`src/rtl/rtp_pkg.sv`:
```
// Shared types, constants and power-of-ten table for the rational text parser.
`timescale 1ns / 1ps
package rtp_pkg;

   // magnitude width: every value must stay at or below 2^(VALUE_BITS-1)-1
   localparam int VALUE_BITS = 64;
   localparam int VW         = VALUE_BITS - 1;
   localparam logic [VW-1:0] MAXV = '1;

   // multiplier: one CW-bit slice of the multiplier per cycle
   localparam int CW    = 16;
   localparam int NCH   = (VW + CW - 1) / CW;
   localparam int CNT_W = $clog2(NCH + 1);

   // digit counters saturate
   localparam int DCNT_W = 5;
   localparam logic [DCNT_W-1:0] DCNT_MAX = '1;

   // largest exponent present in the power-of-ten table
   localparam int POW_MAX = 19;

   // ASCII codes
   localparam logic [7:0] CH_SPACE = 8'h20;
   localparam logic [7:0] CH_MINUS = 8'h2D;
   localparam logic [7:0] CH_PLUS  = 8'h2B;
   localparam logic [7:0] CH_SLASH = 8'h2F;
   localparam logic [7:0] CH_DOT   = 8'h2E;
   localparam logic [7:0] CH_LPAR  = 8'h28;
   localparam logic [7:0] CH_RPAR  = 8'h29;
   localparam logic [7:0] CH_E_LO  = 8'h65;
   localparam logic [7:0] CH_E_UP  = 8'h45;
   localparam logic [7:0] CH_ZERO  = 8'h30;
   localparam logic [7:0] CH_NINE  = 8'h39;

   typedef enum logic [3:0] {
      ST_SKIP, ST_INT, ST_DEN, ST_MIXN, ST_MIXD, ST_FRACT, ST_PER, ST_PEREND,
      ST_EXPS, ST_EXPD, ST_ERR, ST_MUL1, ST_MUL2, ST_MUL3, ST_MUL4, ST_CAP
   } state_type;

   typedef enum logic [1:0] {ACC_NONE, ACC_FIRST, ACC_SECOND, ACC_THIRD} acc_sel_type;

   typedef enum logic [2:0] {
      MUL_NONE, MUL_FIRST, MUL_PER_NUM, MUL_PER_DEN, MUL_EXP
   } mul_op_type;

   typedef enum logic [2:0] {
      FORM_NONE, FORM_INTEGER, FORM_FRACTION, FORM_MIXED,
      FORM_DECIMAL, FORM_PERIODIC, FORM_EXPONENT
   } form_type;

   typedef enum logic [1:0] {
      STAT_OK, STAT_MALFORMED, STAT_MIXED, STAT_OVERFLOW
   } status_type;

   // controller to datapath
   typedef struct packed {
      acc_sel_type acc_sel;
      logic        inc_frac;
      logic        inc_per;
      mul_op_type  mul_op;
      logic        mul_start;
      logic        exp_neg;
      logic        capture;
      form_type    form;
      logic        negative;
   } dp_cmd_type;

   // datapath to controller
   typedef struct packed {
      logic mul_busy;
      logic mul_done;
   } dp_stat_type;

   function automatic logic [63:0] pow10(input logic [4:0] n);
      logic [63:0] r;
      case (n)
         5'd0:    r = 64'd1;
         5'd1:    r = 64'd10;
         5'd2:    r = 64'd100;
         5'd3:    r = 64'd1000;
         5'd4:    r = 64'd10000;
         5'd5:    r = 64'd100000;
         5'd6:    r = 64'd1000000;
         5'd7:    r = 64'd10000000;
         5'd8:    r = 64'd100000000;
         5'd9:    r = 64'd1000000000;
         5'd10:   r = 64'd10000000000;
         5'd11:   r = 64'd100000000000;
         5'd12:   r = 64'd1000000000000;
         5'd13:   r = 64'd10000000000000;
         5'd14:   r = 64'd100000000000000;
         5'd15:   r = 64'd1000000000000000;
         5'd16:   r = 64'd10000000000000000;
         5'd17:   r = 64'd100000000000000000;
         5'd18:   r = 64'd1000000000000000000;
         5'd19:   r = 64'd10000000000000000000;
         default: r = 64'd0;
      endcase
      return r;
   endfunction

   // 10^n does not fit under the magnitude limit
   function automatic logic pow10_ovf(input logic [VW-1:0] n);
      logic big;
      big = (n > VW'(POW_MAX));
      return big || (pow10(n[4:0]) > 64'(MAXV));
   endfunction

   function automatic logic [VW-1:0] pow10_val(input logic [VW-1:0] n);
      return VW'(pow10(n[4:0]));
   endfunction

endpackage

```
`src/rtl/rtp_ctrl.sv`:
```
// Controller: character parsing state machine and finishing sequencer.
`timescale 1ns / 1ps
module rtp_ctrl (
   input  logic                 clock,
   input  logic                 reset,
   input  logic                 req_tvalid,
   output logic                 req_tready,
   input  logic [7:0]           req_ch,
   input  logic                 req_last,
   output logic                 rsp_tvalid,
   input  logic                 rsp_tready,
   output rtp_pkg::dp_cmd_type  cmd,
   input  rtp_pkg::dp_stat_type stat
);
   rtp_pkg::state_type  state_ff, state_in;
   rtp_pkg::form_type   form_ff, form_in;
   logic                neg_ff, neg_in;
   logic                expneg_ff, expneg_in;
   logic                valid_ff, valid_in;

   logic                text_phase, accept, capture, is_dig;
   rtp_pkg::state_type  int_phase, dec_phase;
   rtp_pkg::acc_sel_type int_acc, dec_acc;
   logic                dec_frac, dec_per, dec_neg, dec_expneg;
   rtp_pkg::form_type   end_form;

   assign text_phase = (state_ff < rtp_pkg::ST_MUL1);
   assign accept     = req_tvalid && text_phase;
   assign capture    = (state_ff == rtp_pkg::ST_CAP) && (!valid_ff || rsp_tready);
   assign is_dig     = (req_ch >= rtp_pkg::CH_ZERO) && (req_ch <= rtp_pkg::CH_NINE);

   // character decode for the integer part
   always_comb begin
      int_acc = rtp_pkg::ACC_NONE;
      priority if (is_dig) begin
         int_phase = rtp_pkg::ST_INT;
         int_acc   = rtp_pkg::ACC_FIRST;
      end
      else if (req_ch == rtp_pkg::CH_SLASH) int_phase = rtp_pkg::ST_DEN;
      else if (req_ch == rtp_pkg::CH_PLUS)  int_phase = rtp_pkg::ST_MIXN;
      else if (req_ch == rtp_pkg::CH_DOT)   int_phase = rtp_pkg::ST_FRACT;
      else int_phase = rtp_pkg::ST_ERR;
   end

   // character decode for every text phase
   always_comb begin
      dec_phase  = rtp_pkg::ST_ERR;
      dec_acc    = rtp_pkg::ACC_NONE;
      dec_frac   = 1'b0;
      dec_per    = 1'b0;
      dec_neg    = 1'b0;
      dec_expneg = 1'b0;
      unique case (state_ff)
         rtp_pkg::ST_SKIP: begin
            priority if (req_ch <= rtp_pkg::CH_SPACE) dec_phase = rtp_pkg::ST_SKIP;
            else if (req_ch == rtp_pkg::CH_MINUS) begin
               dec_neg   = 1'b1;
               dec_phase = rtp_pkg::ST_INT;
            end else begin
               dec_phase = int_phase;
               dec_acc   = int_acc;
            end
         end
         rtp_pkg::ST_INT: begin
            dec_phase = int_phase;
            dec_acc   = int_acc;
         end
         rtp_pkg::ST_DEN: begin
            if (is_dig) begin
               dec_phase = rtp_pkg::ST_DEN;
               dec_acc   = rtp_pkg::ACC_SECOND;
            end
         end
         rtp_pkg::ST_MIXD: begin
            if (is_dig) begin
               dec_phase = rtp_pkg::ST_MIXD;
               dec_acc   = rtp_pkg::ACC_THIRD;
            end
         end
         rtp_pkg::ST_MIXN: begin
            priority if (is_dig) begin
               dec_phase = rtp_pkg::ST_MIXN;
               dec_acc   = rtp_pkg::ACC_SECOND;
            end
            else if (req_ch == rtp_pkg::CH_SLASH) dec_phase = rtp_pkg::ST_MIXD;
            else dec_phase = rtp_pkg::ST_ERR;
         end
         rtp_pkg::ST_FRACT: begin
            priority if (is_dig) begin
               dec_phase = rtp_pkg::ST_FRACT;
               dec_acc   = rtp_pkg::ACC_SECOND;
               dec_frac  = 1'b1;
            end
            else if (req_ch == rtp_pkg::CH_LPAR) dec_phase = rtp_pkg::ST_PER;
            else if (req_ch == rtp_pkg::CH_E_LO || req_ch == rtp_pkg::CH_E_UP)
               dec_phase = rtp_pkg::ST_EXPS;
            else dec_phase = rtp_pkg::ST_ERR;
         end
         rtp_pkg::ST_PER: begin
            priority if (is_dig) begin
               dec_phase = rtp_pkg::ST_PER;
               dec_acc   = rtp_pkg::ACC_THIRD;
               dec_per   = 1'b1;
            end
            else if (req_ch == rtp_pkg::CH_RPAR) dec_phase = rtp_pkg::ST_PEREND;
            else dec_phase = rtp_pkg::ST_ERR;
         end
         rtp_pkg::ST_EXPS: begin
            priority if (req_ch == rtp_pkg::CH_PLUS) dec_phase = rtp_pkg::ST_EXPD;
            else if (req_ch == rtp_pkg::CH_MINUS) begin
               dec_expneg = 1'b1;
               dec_phase  = rtp_pkg::ST_EXPD;
            end else if (is_dig) begin
               dec_acc   = rtp_pkg::ACC_THIRD;
               dec_phase = rtp_pkg::ST_EXPD;
            end
            else dec_phase = rtp_pkg::ST_ERR;
         end
         rtp_pkg::ST_EXPD: begin
            if (is_dig) begin
               dec_phase = rtp_pkg::ST_EXPD;
               dec_acc   = rtp_pkg::ACC_THIRD;
            end
         end
         default: dec_phase = rtp_pkg::ST_ERR;
      endcase
   end

   // form recognized by the phase the text ends in
   always_comb begin
      unique case (dec_phase)
         rtp_pkg::ST_SKIP, rtp_pkg::ST_INT: end_form = rtp_pkg::FORM_INTEGER;
         rtp_pkg::ST_DEN:                   end_form = rtp_pkg::FORM_FRACTION;
         rtp_pkg::ST_MIXD:                  end_form = rtp_pkg::FORM_MIXED;
         rtp_pkg::ST_FRACT:                 end_form = rtp_pkg::FORM_DECIMAL;
         rtp_pkg::ST_PEREND:                end_form = rtp_pkg::FORM_PERIODIC;
         rtp_pkg::ST_EXPS, rtp_pkg::ST_EXPD: end_form = rtp_pkg::FORM_EXPONENT;
         default:                           end_form = rtp_pkg::FORM_NONE;
      endcase
   end

   // next state
   always_comb begin
      state_in  = state_ff;
      form_in   = form_ff;
      neg_in    = neg_ff;
      expneg_in = expneg_ff;
      valid_in  = valid_ff;
      if (rsp_tready) valid_in = 1'b0;
      if (text_phase) begin
         if (accept) begin
            if (dec_neg) neg_in = 1'b1;
            if (dec_expneg) expneg_in = 1'b1;
            if (req_last) begin
               form_in = end_form;
               unique case (end_form)
                  rtp_pkg::FORM_NONE, rtp_pkg::FORM_INTEGER, rtp_pkg::FORM_FRACTION:
                     state_in = rtp_pkg::ST_CAP;
                  default: state_in = rtp_pkg::ST_MUL1;
               endcase
            end else begin
               state_in = dec_phase;
            end
         end
      end else begin
         unique case (state_ff)
            rtp_pkg::ST_MUL1: begin
               if (stat.mul_done) begin
                  unique case (form_ff)
                     rtp_pkg::FORM_PERIODIC: state_in = rtp_pkg::ST_MUL2;
                     rtp_pkg::FORM_EXPONENT: state_in = rtp_pkg::ST_MUL4;
                     default:                state_in = rtp_pkg::ST_CAP;
                  endcase
               end
            end
            rtp_pkg::ST_MUL2: if (stat.mul_done) state_in = rtp_pkg::ST_MUL3;
            rtp_pkg::ST_MUL3: if (stat.mul_done) state_in = rtp_pkg::ST_CAP;
            rtp_pkg::ST_MUL4: if (stat.mul_done) state_in = rtp_pkg::ST_CAP;
            rtp_pkg::ST_CAP: begin
               if (capture) begin
                  state_in  = rtp_pkg::ST_SKIP;
                  neg_in    = 1'b0;
                  expneg_in = 1'b0;
                  valid_in  = 1'b1;
               end
            end
            default: state_in = rtp_pkg::ST_SKIP;
         endcase
      end
   end

   // datapath commands
   always_comb begin
      cmd.acc_sel  = accept ? dec_acc : rtp_pkg::ACC_NONE;
      cmd.inc_frac = accept && dec_frac;
      cmd.inc_per  = accept && dec_per;
      cmd.exp_neg  = expneg_ff;
      cmd.capture  = capture;
      cmd.form     = form_ff;
      cmd.negative = neg_ff;
      unique case (state_ff)
         rtp_pkg::ST_MUL1: cmd.mul_op = rtp_pkg::MUL_FIRST;
         rtp_pkg::ST_MUL2: cmd.mul_op = rtp_pkg::MUL_PER_NUM;
         rtp_pkg::ST_MUL3: cmd.mul_op = rtp_pkg::MUL_PER_DEN;
         rtp_pkg::ST_MUL4: cmd.mul_op = rtp_pkg::MUL_EXP;
         default:          cmd.mul_op = rtp_pkg::MUL_NONE;
      endcase
      cmd.mul_start = (cmd.mul_op != rtp_pkg::MUL_NONE) && !stat.mul_busy && !stat.mul_done;
   end

   always_ff @(posedge clock) begin
      if (reset) begin
         state_ff  <= rtp_pkg::ST_SKIP;
         form_ff   <= rtp_pkg::FORM_NONE;
         neg_ff    <= 1'b0;
         expneg_ff <= 1'b0;
         valid_ff  <= 1'b0;
      end else begin
         state_ff  <= state_in;
         form_ff   <= form_in;
         neg_ff    <= neg_in;
         expneg_ff <= expneg_in;
         valid_ff  <= valid_in;
      end
   end

   assign req_tready = text_phase;
   assign rsp_tvalid = valid_ff;

endmodule

```
`config.mk`:
```
export PLATFORM = sky130hd
export DESIGN_NAME = rtp_ctrl
export DESIGN_NICKNAME = d
export VERILOG_FILES = /design/src/rtl/rtp_pkg.sv /design/src/rtl/rtp_ctrl.sv
export SDC_FILE = /design/constraint.sdc
export NUM_CORES = 1
export LEC_CHECK = 0
export ABC_AREA = 1
export BUFFER_PORTS_ARGS = -buffer_cell sky130_fd_sc_hd__buf_2
export CAP_MARGIN = 25
export CORE_MARGIN = 3
export CORE_UTILIZATION = 49
export CTS_BUF_LIST = sky130_fd_sc_hd__clkbuf_8
export DETAILED_ROUTE_END_ITERATION = 12
export PLACE_DENSITY_LB_ADDON = 0.08
export SYNTH_ARGS = -nofsm -noshare
export SYNTH_HDL_FRONTEND = slang
export SYNTH_SLANG_ARGS = --single-unit
export TNS_END_PERCENT = 30
```
`constraint.sdc`:
```
create_clock -name clock -period 2.9 [get_ports clock]
set_clock_uncertainty 0.2 [all_clocks]
set_input_delay 0.435 -clock clock [delete_from_list [all_inputs] [get_ports clock]]
set_output_delay 0.435 -clock clock [all_outputs]
set_load 0.01 [all_outputs]
```
Yosys cells after proc, flatten, opt, wreduce, memory -nomap -nowiden
Memories as Yosys holds them, arrays and structs flattened. Cells that the tools add are included.

Reductions and logical operators: 25. Eq/ne operators: 32. Multiplexer cells: 59. Order comparisons: 4.

Operator list (count): two-way mux 4 bit (21); equality test 8 x 6 -> 1 bit, second input constant (6); one-hot mux 4 bit (9 select lines) (1); equality test 4 bit, second input constant (7); two-way mux 2 bit (11); two-way mux 1 bit (21); equality test 8 x 7 -> 1 bit, second input constant (2); less-or-equal comparator 8 x 6 -> 1 bit, second input constant (2); one-hot mux 4 bit (4 select lines) (1); equality test 4 x 3 -> 1 bit, second input constant (3); one-hot mux 3 bit (4 select lines) (1); one-hot mux 2 bit (5 select lines) (1); inequality test 3 bit, second input constant (3); OR reduction 3 bit (3); equality test 4 x 2 -> 1 bit, second input constant (2); greater-or-equal comparator 8 x 6 -> 1 bit, second input constant (1); AND reduction 4 bit (2); logical AND 1 bit (7); equality test 3 bit, second input constant (2); inequality test 2 x 1 -> 1 bit, second input constant (3); AND reduction 5 bit (1); equality test 4 x 1 -> 1 bit, second input constant (1); zero test 4 bit (1); < comparator 4 bit, second input constant (1); other kinds (12) (16).

Bits of input ports: 15. Logic and storage cells: 126. Output and inout port bits: 16. Bits in read-only memories: 48. Memories: 1. Register bits after elaboration: 10.

Memories: (name not given) (depth 16, bits a word 3, read ports 1, clocked after Yosys merged registers in 0, write ports 0, RTL line rtp_ctrl.sv:131) `unique case (dec_phase)`.

Depth between registers and ports, before layout
Gate-level depths: netlist of run 1. An unclocked memory read counts as a cell.

Depth in word-level cells: 15. Depth in mapped cells: 18. Gate-level depth less buffers: 18.

Worst setup path before layout of run 1
Ideal clock, no wire load.

Kind: input-to-reg. Start: in req_ch[7]. End: reg state_ff[2]. Data required time: 2.581 ns. Arrival: 1.918 ns. Stages on the path: 16. Slack: 0.663 ns. Library setup time: 0.119 ns. Buffers on the path: 0. Cells stage by stage: nor2_1 -> nand2_1 -> nor2_1 -> nand2_2 -> inv_2 -> nand4_1 -> o21ai_0 -> nand3_1 -> inv_1 -> ha_1 -> nand2_1 -> nand2_1 -> nor2_1 -> o21bai_1 -> nand2_1 -> a21oi_1.

Word-level cells in the longest chain between the ends: 15. Elaborated cells between the ends (all ways): 41. Those cells by class: 3 x order compare; 10 x eq/ne; 23 x mux; 4 x reduce/logical; 1 x memory.

RTL lines: start: declaration (RTL line rtp_ctrl.sv:8) `input logic [7:0] req_ch,`; equality test 8 x 6 -> 1 bit (RTL line rtp_ctrl.sv:41) `else if (req_ch == rtp_pkg::CH_DOT) int_phase = rtp_pkg::ST_FRACT;`; two-way mux 4 bit (RTL line rtp_ctrl.sv:41); two-way mux 4 bit (RTL line rtp_ctrl.sv:40) `else if (req_ch == rtp_pkg::CH_PLUS) int_phase = rtp_pkg::ST_MIXN;`; two-way mux 4 bit (RTL line rtp_ctrl.sv:39) `else if (req_ch == rtp_pkg::CH_SLASH) int_phase = rtp_pkg::ST_DEN;`; two-way mux 4 bit (RTL line rtp_ctrl.sv:35) `priority if (is_dig) begin`; two-way mux 4 bit (RTL line rtp_ctrl.sv:56) `else if (req_ch == rtp_pkg::CH_MINUS) begin`; two-way mux 4 bit (RTL line rtp_ctrl.sv:55) `priority if (req_ch <= rtp_pkg::CH_SPACE) dec_phase = rtp_pkg::ST_SKIP;`; one-hot mux 4 bit (9 select lines) * (RTL line rtp_ctrl.sv:53) `unique case (state_ff)`; memory read (16 x 3 bit); equality test 3 x 1 -> 1 bit, or another cell as far along (RTL line rtp_ctrl.sv:156) `unique case (end_form)`; OR reduction 3 bit (RTL line rtp_ctrl.sv:156); two-way mux 3 bit (RTL line rtp_ctrl.sv:156); two-way mux 4 bit * (RTL line rtp_ctrl.sv:154) `if (req_last) begin`; two-way mux 4 bit * (RTL line rtp_ctrl.sv:151) `if (accept) begin`; two-way mux 4 bit * (RTL line rtp_ctrl.sv:150) `if (text_phase) begin`; end signal: assignment (RTL line rtp_ctrl.sv:213) `state_ff <= rtp_pkg::ST_SKIP;`; end signal: assignment (RTL line rtp_ctrl.sv:219) `state_ff <= state_in;`; end: declaration (RTL line rtp_ctrl.sv:15) `rtp_pkg::state_type state_ff, state_in;`.

Every way passes the cells marked *; elsewhere a longest branch is shown, timed or not. The select of a mux whose other input is x is not followed. A chain may end at the register's enable or synchronous reset.

Final worst setup path of run 1
Start: reg state_ff[2]. End: reg state_ff[2].

Word-level cells in the longest chain between the ends: 9. Elaborated cells between the ends (all ways): 35. Those cells by class: 1 x order compare; 20 x eq/ne; 6 x mux; 7 x reduce/logical; 1 x memory.

RTL lines (RTL line): equality test 4 bit, or another cell as far along (rtp_ctrl.sv:53); one-hot mux 4 bit (9 select lines) (rtp_ctrl.sv:53); memory read (16 x 3 bit); equality test 3 x 1 -> 1 bit, or another cell as far along (rtp_ctrl.sv:156); OR reduction 3 bit (rtp_ctrl.sv:156); two-way mux 3 bit (rtp_ctrl.sv:156); two-way mux 4 bit (rtp_ctrl.sv:154); two-way mux 4 bit (rtp_ctrl.sv:151); two-way mux 4 bit (rtp_ctrl.sv:150).

Parallel ways exist; a longest one is shown, timed or not. The select of a mux whose other input is x is not followed.

==> results of run 1 <==
-- layout by cell type (no fill, tap or decap) --
master    count
nand3_1      24
nor2_4        3
nand2_1      56
a22oi_1       1
o21ai_0      17
o21bai_1      1
a31oi_1       1
and2_1        1
nand4_1       3
dfxtp_1      10
nor2_2        3
inv_2         4
o41ai_1       1
inv_1        40
o211ai_1      2
nand2_4       1
nor2_1       37
buf_2        30
o311ai_0      1
ha_1          2
a21oi_1      13
nor3_1        2
nand3b_1      1
nor3_2        3
nand2_2       3
a221oi_1      2
clkbuf_8      4
-- registers in the layout, summed over array words and instances, names as in the netlist --
name / flops
state_ff: 4
form_ff: 3
expneg_ff: 1
neg_ff: 1
rsp_tvalid: 1
-- where the power goes --
group | switching (W) | internal [W] | leakage [nW]
clock network | 0.0000584 | 0.000120 | 0.0288
registers | 0.0000197 | 0.000152 | 0.0823
logic | 0.000184 | 0.0000948 | 0.692
-- worst max-delay path, delay by kind of cell (launching register included) --
kind                       cells  cell delay, ns
and+or+nand+nor                8            0.82
DFF                            1            0.43
buffers and inverters          4            0.37
AOI/OAI and AO/OA              3            0.35
adders and majority gates      1            0.28
-- cells by family (layout without fill, tap and decap cells) --
| kind of cell | count (synthesis) | count (layout) |
|---|---|---|
| adder cells (fa/ha/maj) | 2 | 2 |
| AND/OR/NAND/NOR | 137 | 137 |
| buffers and inverters | 48 | 78 |
| flip-flops | 10 | 10 |
| AO/OA/AOI/OAI | 39 | 39 |
-- routing by layer --
metal  wire (um)  up-vias
met5           0        -
met4          57        0
met3         279        8
met2        1420       65
met1        1620      676
li1            -      818
-- how the worst min path moves through the flow --
stage / start / endpoint / slack [ns] / depth (start not counted)
2_1_floorplan: expneg_ff$_SDFFE_PP0P_ / expneg_ff$_SDFFE_PP0P_ / 0.24 / 2
3_3_place_gp: expneg_ff$_SDFFE_PP0P_ / expneg_ff$_SDFFE_PP0P_ / 0.26 / 2
3_5_place_dp: neg_ff$_SDFFE_PP0P_ / neg_ff$_SDFFE_PP0P_ / 0.27 / 2
4_1_cts: reset / rsp_tvalid$_SDFF_PP0_ / 0.20 / 2
5_1_grt: reset / rsp_tvalid$_SDFF_PP0_ / 0.23 / 2
6_report: reset / rsp_tvalid$_SDFF_PP0_ / 0.20 / 2
-- cell type report --
| class | count | share of cell area, % |
|---|---|---|
| clock buffer | 4 | 3.73 |
| inverter | 44 | 11.2 |
| multi-input combinational | 178 | 59.0 |
| sequential | 10 | 13.6 |
| tap | 28 | 2.37 |
| timing repair buffer | 30 | 10.2 |
-- through the flow --
step           worst slack [ns]  instance area [sq um]  cells  hold WS [ns]
2_1_floorplan             0.663                   1260    236         0.238
3_3_place_gp              0.294                   1420    290         0.257
3_5_place_dp              0.291                   1420    290         0.265
4_1_cts                   0.410                   1480    294         0.204
5_1_grt                  0.0632                   1480    294         0.230
6_report                  0.371                   1480    294         0.205
==> out/qor.yml, run 1 <==
setup_path:
  regToRegEndpoint: "state_ff[2]$_SDFFE_PP0P_"
  cpPeakStageDelay_ns: 0.43
  crit_path_max_fanout: 5
  regToRegStartpoint: "state_ff[2]$_SDFFE_PP0P_"
  crit_chain: "inv_2 > nor2_1 > inv_1 > nor2_1 > inv_1 > nand4_1 > o21ai_0 > nand3_1 > inv_1 > ha_1 > nand2_1 > nand2_1 > nor2_1 > o21bai_1 > nand2_1 > a21oi_1"
  startpoint: "state_ff[2]$_SDFFE_PP0P_"
  r2r_slack_ns: 0.37
  end_kind: "register"
  cp.arrival_ns: 2.50
  setup.worst_path.start_class: "register"
  crit_end: "state_ff[2]$_SDFFE_PP0P_"
  r2r_cells: 16
  critPathRequiredTime_ns: 2.87
  crit_type: "reg -> reg"
  slowest_stage: "dfxtp_1"
route:
  vias_per_cell: 5.33
  first_iter_violations: 88
  routed_wl_um: 3380
  ant_nets: 0
  wl_per_cell_um: 11.5
  remaining_drc_errors: 0
  dr.pass1.iters: 4
  num_vias: 1567
floorplan:
  initial_utilization_pct: 54.5
  fp-row-count: 17
  die_w_um: 56.8
  ios: 31
  die_y_um: 56.8
  core-area_sq_um: 2320
  die_area_sq_um: 3220
yosys:
  synth_top_area_share_pct: 16.6
  synth_top_family_by_area: "simple AND/OR/NAND/NOR gates"
  synth-compound-area-share_pct: 17.5
  yosysWarnings: 0
  yosys_register_bits: 10
  synth_most_common_cell: "nand2_1"
  yosys.area_share.simple_pct: 49.4
  synth_edf_count: 0
  synth_area_sq_um: 1260
  yosysUniqueCellTypes: 27
  synthXorXnorAreaFrac_pct: 0
  synth_fa_ha_area_share_pct: 1.98
  synthTopCellsByCount: "nand2_1 (56), inv_1 (40), nor2_1 (37), nand3_1 (24), o21ai_0 (17)"
  synth_seq_area_share_pct: 15.8
  ys_async_sr_fraction_pct: 0
  syn_inst: 236
  syn_nets: 253
  syn_avg_cell_area_sq_um: 5.35
  synth.largest_area_cell: "nand2_1"
  synth_area_leaders: "nand2_1 (17%), dfxtp_1 (16%), inv_1 (12%)"
  synth_ff_type: "dfxtp_1"
  synth_mux_area_share_pct: 0
global_routing:
  busiest_layer: "met2"
  grt_use_met2_pct: 32.2
  use_met3_pct: 5.06
  grt_pass1_wl_um: 5780
  grt_max_degree: 11
  grt_pass1_vias: 1332
  met1_usage_pct: 31.1
  grt_usage_pct: 21.8
  grt_remaining_overflow: 0
  antenna_found_initial: 0
layout:
  seq_area_sq_um: 200
  finish.utilization_pct: 63.7
  fillers: 240
  multi_input_area_sq_um: 871
  area_growth_pct: 16.8
  layout-drive-gt1-share_pct: 19.2
  diodes: 0
  final_net_count: 284
power_and_ir_drop:
  irDropWorstVdd_uv: 391
  power_density_nw_per_um2: 426
  total_power_w: 0.000628
  p_leak_nw: 0.803
clock_network:
  cts_tree: "done"
  cts_sinks: 10
  path_clk_slew_ns: 0.05
  root_buffer: "clkbuf_8"
  htreeDepth: 1
  ctsResizeCount: 0
  hold_buffers: 0
  numCtsBuffers: 3
  postCtsSetupBuffers: 0
  cts_max_path_buffers: 2
  clk-insertion-delay-late_ns: 0.24
timing:
  finalSetupViolCount: 0
  final-hold-violation-count: 0
  final_max_slew_viol_count: 0
  tightestPinTransition_ns: 0.311
  clock.fmax_ghz: 0.395
  finalSetupTns_ns: 0
  rsz0062_at_grt: "no"
  fin_crit_ns: 2.53
  fin_crit_sh_pct: 87.2
  slew_headroom_pct: 79.0
placement:
  gp_congestion: 0.909
  numPortBuffers: 30
  hpwl_um: 2720
run_status:
  status: "finished, final reports clean"
job:
  cap_viol_max_count: 0
hold_path:
  hp-class: "in -> reg"
Note: power is estimated with default switching activity, not from simulation.
==> inputs of run 2 (changes only) <==
CELL_PAD_IN_SITES_DETAIL_PLACEMENT = 0   (was default)
CELL_PAD_IN_SITES_GLOBAL_PLACEMENT = 1   (was default)
CORE_UTILIZATION = 36   (was 49)
==> run 2 against run 1 <==
  * Critical path depth shrank 2
  * Worst hold slack better by 0.0018 ns
  * Clock-buffer cell count stayed put
  * Cell count increased by 5.4%
  * Sequential power barely moved
  * Design area is 1.5% higher
  * Register-to-register slack improved by 0.05 ns
  * Combinational power hardly changed
  * Non-clock buffer count is the same
  * Largest power group unchanged
==> out/qor.yml, run 2 (synthesis results as in run 1) <==
run_status:
  status: "finished, final reports clean"  # unchanged
clock_network:
  htreeDepth: 1  # unchanged
  postCtsSetupBuffers: 0  # unchanged
  numCtsBuffers: 3  # unchanged
  clk-insertion-delay-late_ns: 0.24  # about the same
  cts_sinks: 10  # unchanged
  cts_max_path_buffers: 2  # unchanged
  root_buffer: "clkbuf_8"  # unchanged
  cts_tree: "done"  # unchanged
  path_clk_slew_ns: 0.05  # about the same
floorplan:
  die_y_um: 65.2  # was 56.8 um
  die_area_sq_um: 4260  # was 3220 sq um
  die_w_um: 65.2  # was 56.8 um
  fp-row-count: 20  # was 17
  core-area_sq_um: 3200  # was 2320 sq um
  initial_utilization_pct: 39.5  # was 54.5%
  ios: 31  # unchanged
setup_path:
  critPathBufInv: 1  # was 4
  path_depth: 14  # was 16
  crit_type: "reg -> reg"  # unchanged
  r2r_slack_ns: 0.42  # was 0.37 ns
  slowest_stage: "dfxtp_1"  # unchanged
  regToRegStartpoint: "state_ff[0]$_SDFFE_PP0P_"  # was state_ff[2]$_SDFFE_PP0P_
  cp.arrival_ns: 2.45  # was 2.50 ns
  crit_path_max_fanout: 8  # was 5
  regToRegEndpoint: "state_ff[2]$_SDFFE_PP0P_"  # unchanged
  r2r_cells: 14  # was 16
  critPathRequiredTime_ns: 2.87  # about the same
  end_kind: "register"  # unchanged
  crit_chain: "nand2_1 > nor2_2 > nor2_1 > nand4_1 > o21ai_0 > nand3_1 > inv_1 > ha_1 > nand2_1 > nand2_1 > nor2_1 > o21bai_1 > nand2_1 > a21oi_1"  # was inv_2 > nor2_1 > inv_1 > nor2_1 > inv_1 > nand4_1 > o21ai_0 > nand3_1 > inv_1 > ha_1 > nand2_1 > nand2_1 > nor2_1 > o21bai_1 > nand2_1 > a21oi_1
  cp_common_cell: "nand2_1"
  setup.worst_path.start_class: "register"  # unchanged
  cpPeakStageDelay_ns: 0.48  # was 0.43 ns
  cpLargestDelayFamily: "simple AND/OR/NAND/NOR gates"  # unchanged
power_and_ir_drop:
  power.switching_w: 0.000262  # about the same
  p_leak_nw: 0.803  # about the same
  clkPwrFrac_pct: 28.3  # about the same
  seqPwrFrac_pct: 27.0  # was 27.4%
  power_density_nw_per_um2: 419  # was 426 nW/um^2
  total_power_w: 0.000628  # about the same
  p_int_w: 0.000367  # about the same
  p_comb_share_pct: 44.7  # was 44.3%
  sw_frac_of_total_pct: 41.6  # about the same
  irDropWorstVdd_uv: 278  # was 391 uV
layout:
  regMostFlops: "state_ff"  # unchanged
  layout-drive-gt1-share_pct: 19.5  # was 19.2%
  final_cell_mix: "nand2_1 (56), inv_1 (40), nor2_1 (36)"  # was nand2_1 (56), inv_1 (40), nor2_1 (37)
  reg.largest.list: "state_ff: 4 flops, form_ff: 3 flops"  # unchanged
  final_net_count: 284  # unchanged
  largest_reg_flops: 4  # unchanged
  area_growth_pct: 18.6  # was 16.8%
  diodes: 0  # unchanged
  final_common_cell: "nand2_1"  # unchanged
hold_path:
  hold_path_end: "rsp_tvalid$_SDFF_PP0_"  # unchanged
  whs_path_depth: 2  # unchanged
  min_from: "reset"  # unchanged
  hp-class: "in -> reg"  # unchanged
route:
  num_vias: 1504  # was 1,567
  ant_nets: 0  # unchanged
  remaining_drc_errors: 0  # unchanged
  first_iter_violations: 122  # was 88
  dr.pass1.iters: 4  # unchanged
  vias_per_cell: 4.85  # was 5.33
  wl_per_cell_um: 11.2  # was 11.5 um
  routed_wl_um: 3480  # was 3380 um
timing:
  finalSetupTns_ns: 0  # unchanged
  tightestPinTransition_ns: 0.409  # was 0.311 ns
  final-hold-violation-count: 0  # unchanged
  fin_crit_ns: 2.48  # was 2.53 ns
  hold-worst-slack_ns: 0.207  # was 0.205 ns
  final_max_slew_viol_count: 0  # unchanged
  clock.fmax_ghz: 0.404  # was 0.395 GHz
  fin_crit_sh_pct: 85.4  # was 87.2%
  finalSetupViolCount: 0  # unchanged
  rsz0062_at_grt: "no"  # unchanged
  slew_headroom_pct: 72.4  # was 79.0%
global_routing:
  busiest_layer: "met1"  # was met2
  grt_pass1_vias: 1314  # was 1,332
  antenna_found_initial: 0  # unchanged
  use_met3_pct: 3.59  # was 5.06%
  grt_use_met2_pct: 25.9  # was 32.2%
  grt_usage_pct: 17.7  # was 21.8%
  grt_max_degree: 11  # unchanged
  grt_remaining_overflow: 0  # unchanged
  met1_usage_pct: 26.6  # was 31.1%
  grt_pass1_wl_um: 5950  # was 5780 um
placement:
  gp_congestion: 0.827  # was 0.909
  hpwl_um: 2930  # was 2720 um
  numPortBuffers: 30  # unchanged
job:
  cap_viol_max_count: 0  # unchanged
[run 2: changes by cell type in the layout (fill, tap and decap cells not counted)]
cell / before / now
nor2_2: 3 / 4
nor2_1: 37 / 36
[run 2: per-layer routing]
layer | wire, um | up-vias
met3 | 189 | 3
met2 | 1470 | 33
li1 | - | 815
met5 | 0 | -
met4 | 14 | 0
met1 | 1810 | 653
[run 2: through the flow]
step | cells | setup WS, ns | utilization [%] | cell area (sq um)
4_1_cts | 310 | 0.361 | 46.7 | 1500
6_report | 310 | 0.424 | 46.8 | 1500
2_1_floorplan | 236 | 0.663 | - | 1260
3_3_place_gp | 306 | 0.217 | 45.0 | 1440
5_1_grt | 310 | 0.00143 | 46.8 | 1500
3_5_place_dp | 306 | 0.215 | 45.0 | 1440
[run 2: worst reg2reg max path, delay by kind of cell (launching register included)]
kind	cells	cell delay (ns)
adders and majority gates	1	0.27
and+or+nand+nor	9	1.03
DFF	1	0.48
buffers and inverters	1	0.08
AOI/OAI and AO/OA	3	0.34
[run 2: worst max-delay path by stage]
stage / start / slack (ns) / endpoint
after detailed placement: req_ch[7] / 0.21 / state_ff[2]$_SDFFE_PP0P_
after global placement: req_ch[7] / 0.22 / state_ff[2]$_SDFFE_PP0P_
final: state_ff[0]$_SDFFE_PP0P_ / 0.42 / state_ff[2]$_SDFFE_PP0P_
after global routing: state_ff[1]$_SDFFE_PP0P_ / 0.001 / state_ff[2]$_SDFFE_PP0P_
after floorplan: req_ch[7] / 0.66 / state_ff[2]$_SDFFE_PP0P_
after CTS: state_ff[0]$_SDFFE_PP0P_ / 0.36 / state_ff[2]$_SDFFE_PP0P_
[run 2: power by group through the flow]
stage	Sequential (W)	Clock, W	Combinational [W]
global route	0.000172	0.000189	0.000327
CTS	0.000169	0.000182	0.000280
detailed placement	0.000172	0	0.000279
floorplan	0.000168	0	0.000209
finish	0.000170	0.000178	0.000281
global placement	0.000173	0	0.000284
[run 2: final cells by class]
type,instances,area [sq um]
timing repair buffer,30,150
multi-input combinational,178,873
sequential,10,200
fill,384,1700
tap,44,55.1
inverter,44,165
clock buffer,4,55.1
[run 2: repair_timing]
item	in CTS	in global routing
resized for setup	0	1
endpoints found under the setup margin	0	1
hold buffers	0	0
==> inputs of run 3 (changes only) <==
CELL_PAD_IN_SITES_GLOBAL_PLACEMENT = 2   (was 1)
CORE_UTILIZATION = 27   (was 36)
==> run 3 against run 2 <==
  * Non-clock buffer count rose by 1
  * Via count fell by 0.20%
  * Worst setup slack got worse by 0.046 ns
  * Clock power fell by 20%
==> out/qor.yml, run 3 (synthesis results as in run 1) <==
hold_path:
  hold_path_end: "rsp_tvalid$_SDFF_PP0_"  # unchanged
  whs_path_depth: 2  # unchanged
  hp-class: "in -> reg"  # unchanged
  min_from: "reset"  # unchanged
clock_network:
  root_buffer: "clkbuf_8"  # unchanged
  cts_tree: "done"  # unchanged
  clk-insertion-delay-late_ns: 0.23  # was 0.24 ns
  path_clk_slew_ns: 0.05  # about the same
  hold_buffers: 0  # unchanged
  cts_max_path_buffers: 2  # unchanged
  cts_sinks: 10  # unchanged
  htreeDepth: 1  # unchanged
  numCtsBuffers: 3  # unchanged
timing:
  final_max_slew_viol_count: 0  # unchanged
  fin_crit_ns: 2.52  # was 2.48 ns
  final-hold-violation-count: 0  # unchanged
  hold-worst-slack_ns: 0.217  # was 0.207 ns
  rsz0062_at_grt: "no"  # unchanged
  tightestPinTransition_ns: 0.420  # was 0.409 ns
  clock.fmax_ghz: 0.396  # was 0.404 GHz
  finalSetupViolCount: 0  # unchanged
  finalSetupTns_ns: 0  # unchanged
  slew_headroom_pct: 71.6  # was 72.4%
  fin_crit_sh_pct: 87.0  # was 85.4%
job:
  cap_viol_max_count: 0  # unchanged
setup_path:
  slowest_stage: "dfxtp_1"  # unchanged
  cp_common_cell: "nand2_1"  # unchanged
  cpLargestDelayFamily: "simple AND/OR/NAND/NOR gates"  # unchanged
  critPathRequiredTime_ns: 2.87  # about the same
  setup.worst_path.start_class: "register"  # unchanged
  r2r_cells: 15  # was 14
  r2r_slack_ns: 0.38  # was 0.42 ns
  cpPeakStageDelay_ns: 0.50  # was 0.48 ns
  crit_type: "reg -> reg"  # unchanged
  crit_chain: "nand2_1 > nor2_1 > inv_1 > nand4_1 > o21ai_0 > nand3_1 > inv_1 > ha_1 > nand3_1 > nand2_1 > nand2_1 > nor2_1 > o21bai_1 > nand2_1 > a21oi_1"  # was nand2_1 > nor2_2 > nor2_1 > nand4_1 > o21ai_0 > nand3_1 > inv_1 > ha_1 > nand2_1 > nand2_1 > nor2_1 > o21bai_1 > nand2_1 > a21oi_1
  regToRegStartpoint: "state_ff[0]$_SDFFE_PP0P_"  # unchanged
  critPathBufInv: 2  # was 1
  end_kind: "register"  # unchanged
  regToRegEndpoint: "state_ff[2]$_SDFFE_PP0P_"  # unchanged
  cp.arrival_ns: 2.49  # was 2.45 ns
  crit_path_max_fanout: 8  # unchanged
  path_depth: 15  # was 14
floorplan:
  fp-row-count: 24  # was 20
  ios: 31  # unchanged
  initial_utilization_pct: 28.4  # was 39.5%
  die_area_sq_um: 5540  # was 4260 sq um
  core-area_sq_um: 4440  # was 3200 sq um
  die_w_um: 74.4  # was 65.2 um
  die_y_um: 74.4  # was 65.2 um
route:
  dr.pass1.iters: 4  # unchanged
  ant_nets: 0  # unchanged
  routed_wl_um: 3830  # was 3480 um
  first_iter_violations: 155  # was 122
  num_vias: 1501  # was 1,504
  vias_per_cell: 4.72  # was 4.85
  wl_per_cell_um: 12.1  # was 11.2 um
  remaining_drc_errors: 0  # unchanged
placement:
  hpwl_um: 3300  # was 2930 um
  numPortBuffers: 30  # unchanged
  gp_congestion: 0.758  # was 0.827
run_status:
  status: "finished, final reports clean"  # unchanged
power_and_ir_drop:
  power_density_nw_per_um2: 401  # was 419 nW/um^2
  power.switching_w: 0.000263  # was 0.000262 W
  p_int_w: 0.000340  # was 0.000367 W
  irDropWorstVdd_uv: 212  # was 278 uV
  p_leak_nw: 0.800  # was 0.803 nW
  p_comb_share_pct: 47.7  # was 44.7%
  clkPwrFrac_pct: 23.8  # was 28.3%
  sw_frac_of_total_pct: 43.6  # was 41.6%
  seqPwrFrac_pct: 28.5  # was 27.0%
layout:
  reg.largest.list: "state_ff: 4 flops, form_ff: 3 flops"  # unchanged
  regMostFlops: "state_ff"  # unchanged
  diodes: 0  # unchanged
  layout-drive-gt1-share_pct: 19.5  # unchanged
  area_growth_pct: 18.9  # was 18.6%
  final_cell_mix: "nand2_1 (56), inv_1 (40), nor2_1 (36)"  # unchanged
  largest_reg_flops: 4  # unchanged
  final_common_cell: "nand2_1"  # unchanged
  finish.utilization_pct: 33.8  # was 46.8%
  final_net_count: 285  # was 284
global_routing:
  grt_remaining_overflow: 0  # unchanged
  grt_pass1_vias: 1288  # was 1,314
  grt_usage_pct: 14.3  # was 17.7%
  grt_max_degree: 11  # unchanged
  antenna_found_initial: 0  # unchanged
  grt_pass1_wl_um: 6190  # was 5950 um
-- run 3: cell count changes in the layout (fill, tap and decap cells not counted) --
cell / before / now
buf_4: 0 / 1
clkbuf_8: 4 / 3
-- run 3: timing repair --
| item | 4_1_cts | 5_1_grt |
|---|---|---|
| buffers inserted | 0 | 0 |
| endpoints found under the setup margin | 0 | 1 |
| resized for setup | 0 | 1 |
-- run 3: how the worst max path moves through the flow --
stage | startpoint | endpoint | slack, ns
after floorplan | req_ch[7] | state_ff[2]$_SDFFE_PP0P_ | 0.66
after global placement | req_ch[7] | state_ff[2]$_SDFFE_PP0P_ | 0.16
after detailed placement | req_ch[7] | state_ff[2]$_SDFFE_PP0P_ | 0.18
after CTS | state_ff[1]$_SDFFE_PP0P_ | state_ff[2]$_SDFFE_PP0P_ | 0.37
after global routing | state_ff[1]$_SDFFE_PP0P_ | state_ff[2]$_SDFFE_PP0P_ | 0.04
final | state_ff[0]$_SDFFE_PP0P_ | state_ff[2]$_SDFFE_PP0P_ | 0.38
-- run 3: layout make-up --
| type | count | area, sq um |
|---|---|---|
| multi-input combinational | 178 | 873 |
| fill | 523 | 2940 |
| timing repair buffer | 31 | 158 |
| tap | 52 | 65.1 |
| sequential | 10 | 200 |
| clock buffer | 3 | 41.3 |
| inverter | 44 | 165 |
-- run 3: power by group through the flow --
| stage | clock network (W) | registers [W] | logic (W) |
|---|---|---|---|
| 2_1_floorplan | 0 | 0.000168 | 0.000209 |
| 3_3_place_gp | 0 | 0.000174 | 0.000298 |
| 3_5_place_dp | 0 | 0.000173 | 0.000289 |
| 4_1_cts | 0.000148 | 0.000171 | 0.000290 |
| 5_1_grt | 0.000154 | 0.000174 | 0.000331 |
| 6_report | 0.000143 | 0.000171 | 0.000288 |
-- run 3: metrics by stage --
stage          power, W  setup WS, ns  cell area [sq um]  std cells
2_1_floorplan  0.000377         0.663               1260        236
3_3_place_gp   0.000472         0.164               1460        315
3_5_place_dp   0.000463         0.176               1460        315
4_1_cts        0.000609         0.369               1500        318
5_1_grt        0.000658        0.0391               1500        318
6_report       0.000603         0.377               1500        318
-- run 3: worst reg2reg max path: stages, from the launching register on --
cell,delay (ns)
dfxtp_1,0.50
nand2_1,0.18
nor2_1,0.24
inv_1,0.11
nand4_1,0.10
o21ai_0,0.10
nand3_1,0.16
inv_1,0.08
ha_1,0.19
nand3_1,0.08
nand2_1,0.05
nand2_1,0.09
nor2_1,0.05
o21bai_1,0.16
nand2_1,0.07
a21oi_1,0.11
-- run 3: metal layers --
| metal | share of wire (%) | vias to the layer above | track usage (%) |
|---|---|---|---|
| met5 | 0 | - | 0 |
| met4 | 0 | 0 | 1.19 |
| met3 | 3.8 | 0 | 2.57 |
| met2 | 43 | 24 | 21.6 |
| met1 | 53 | 659 | 22.0 |
| li1 | - | 818 | - |
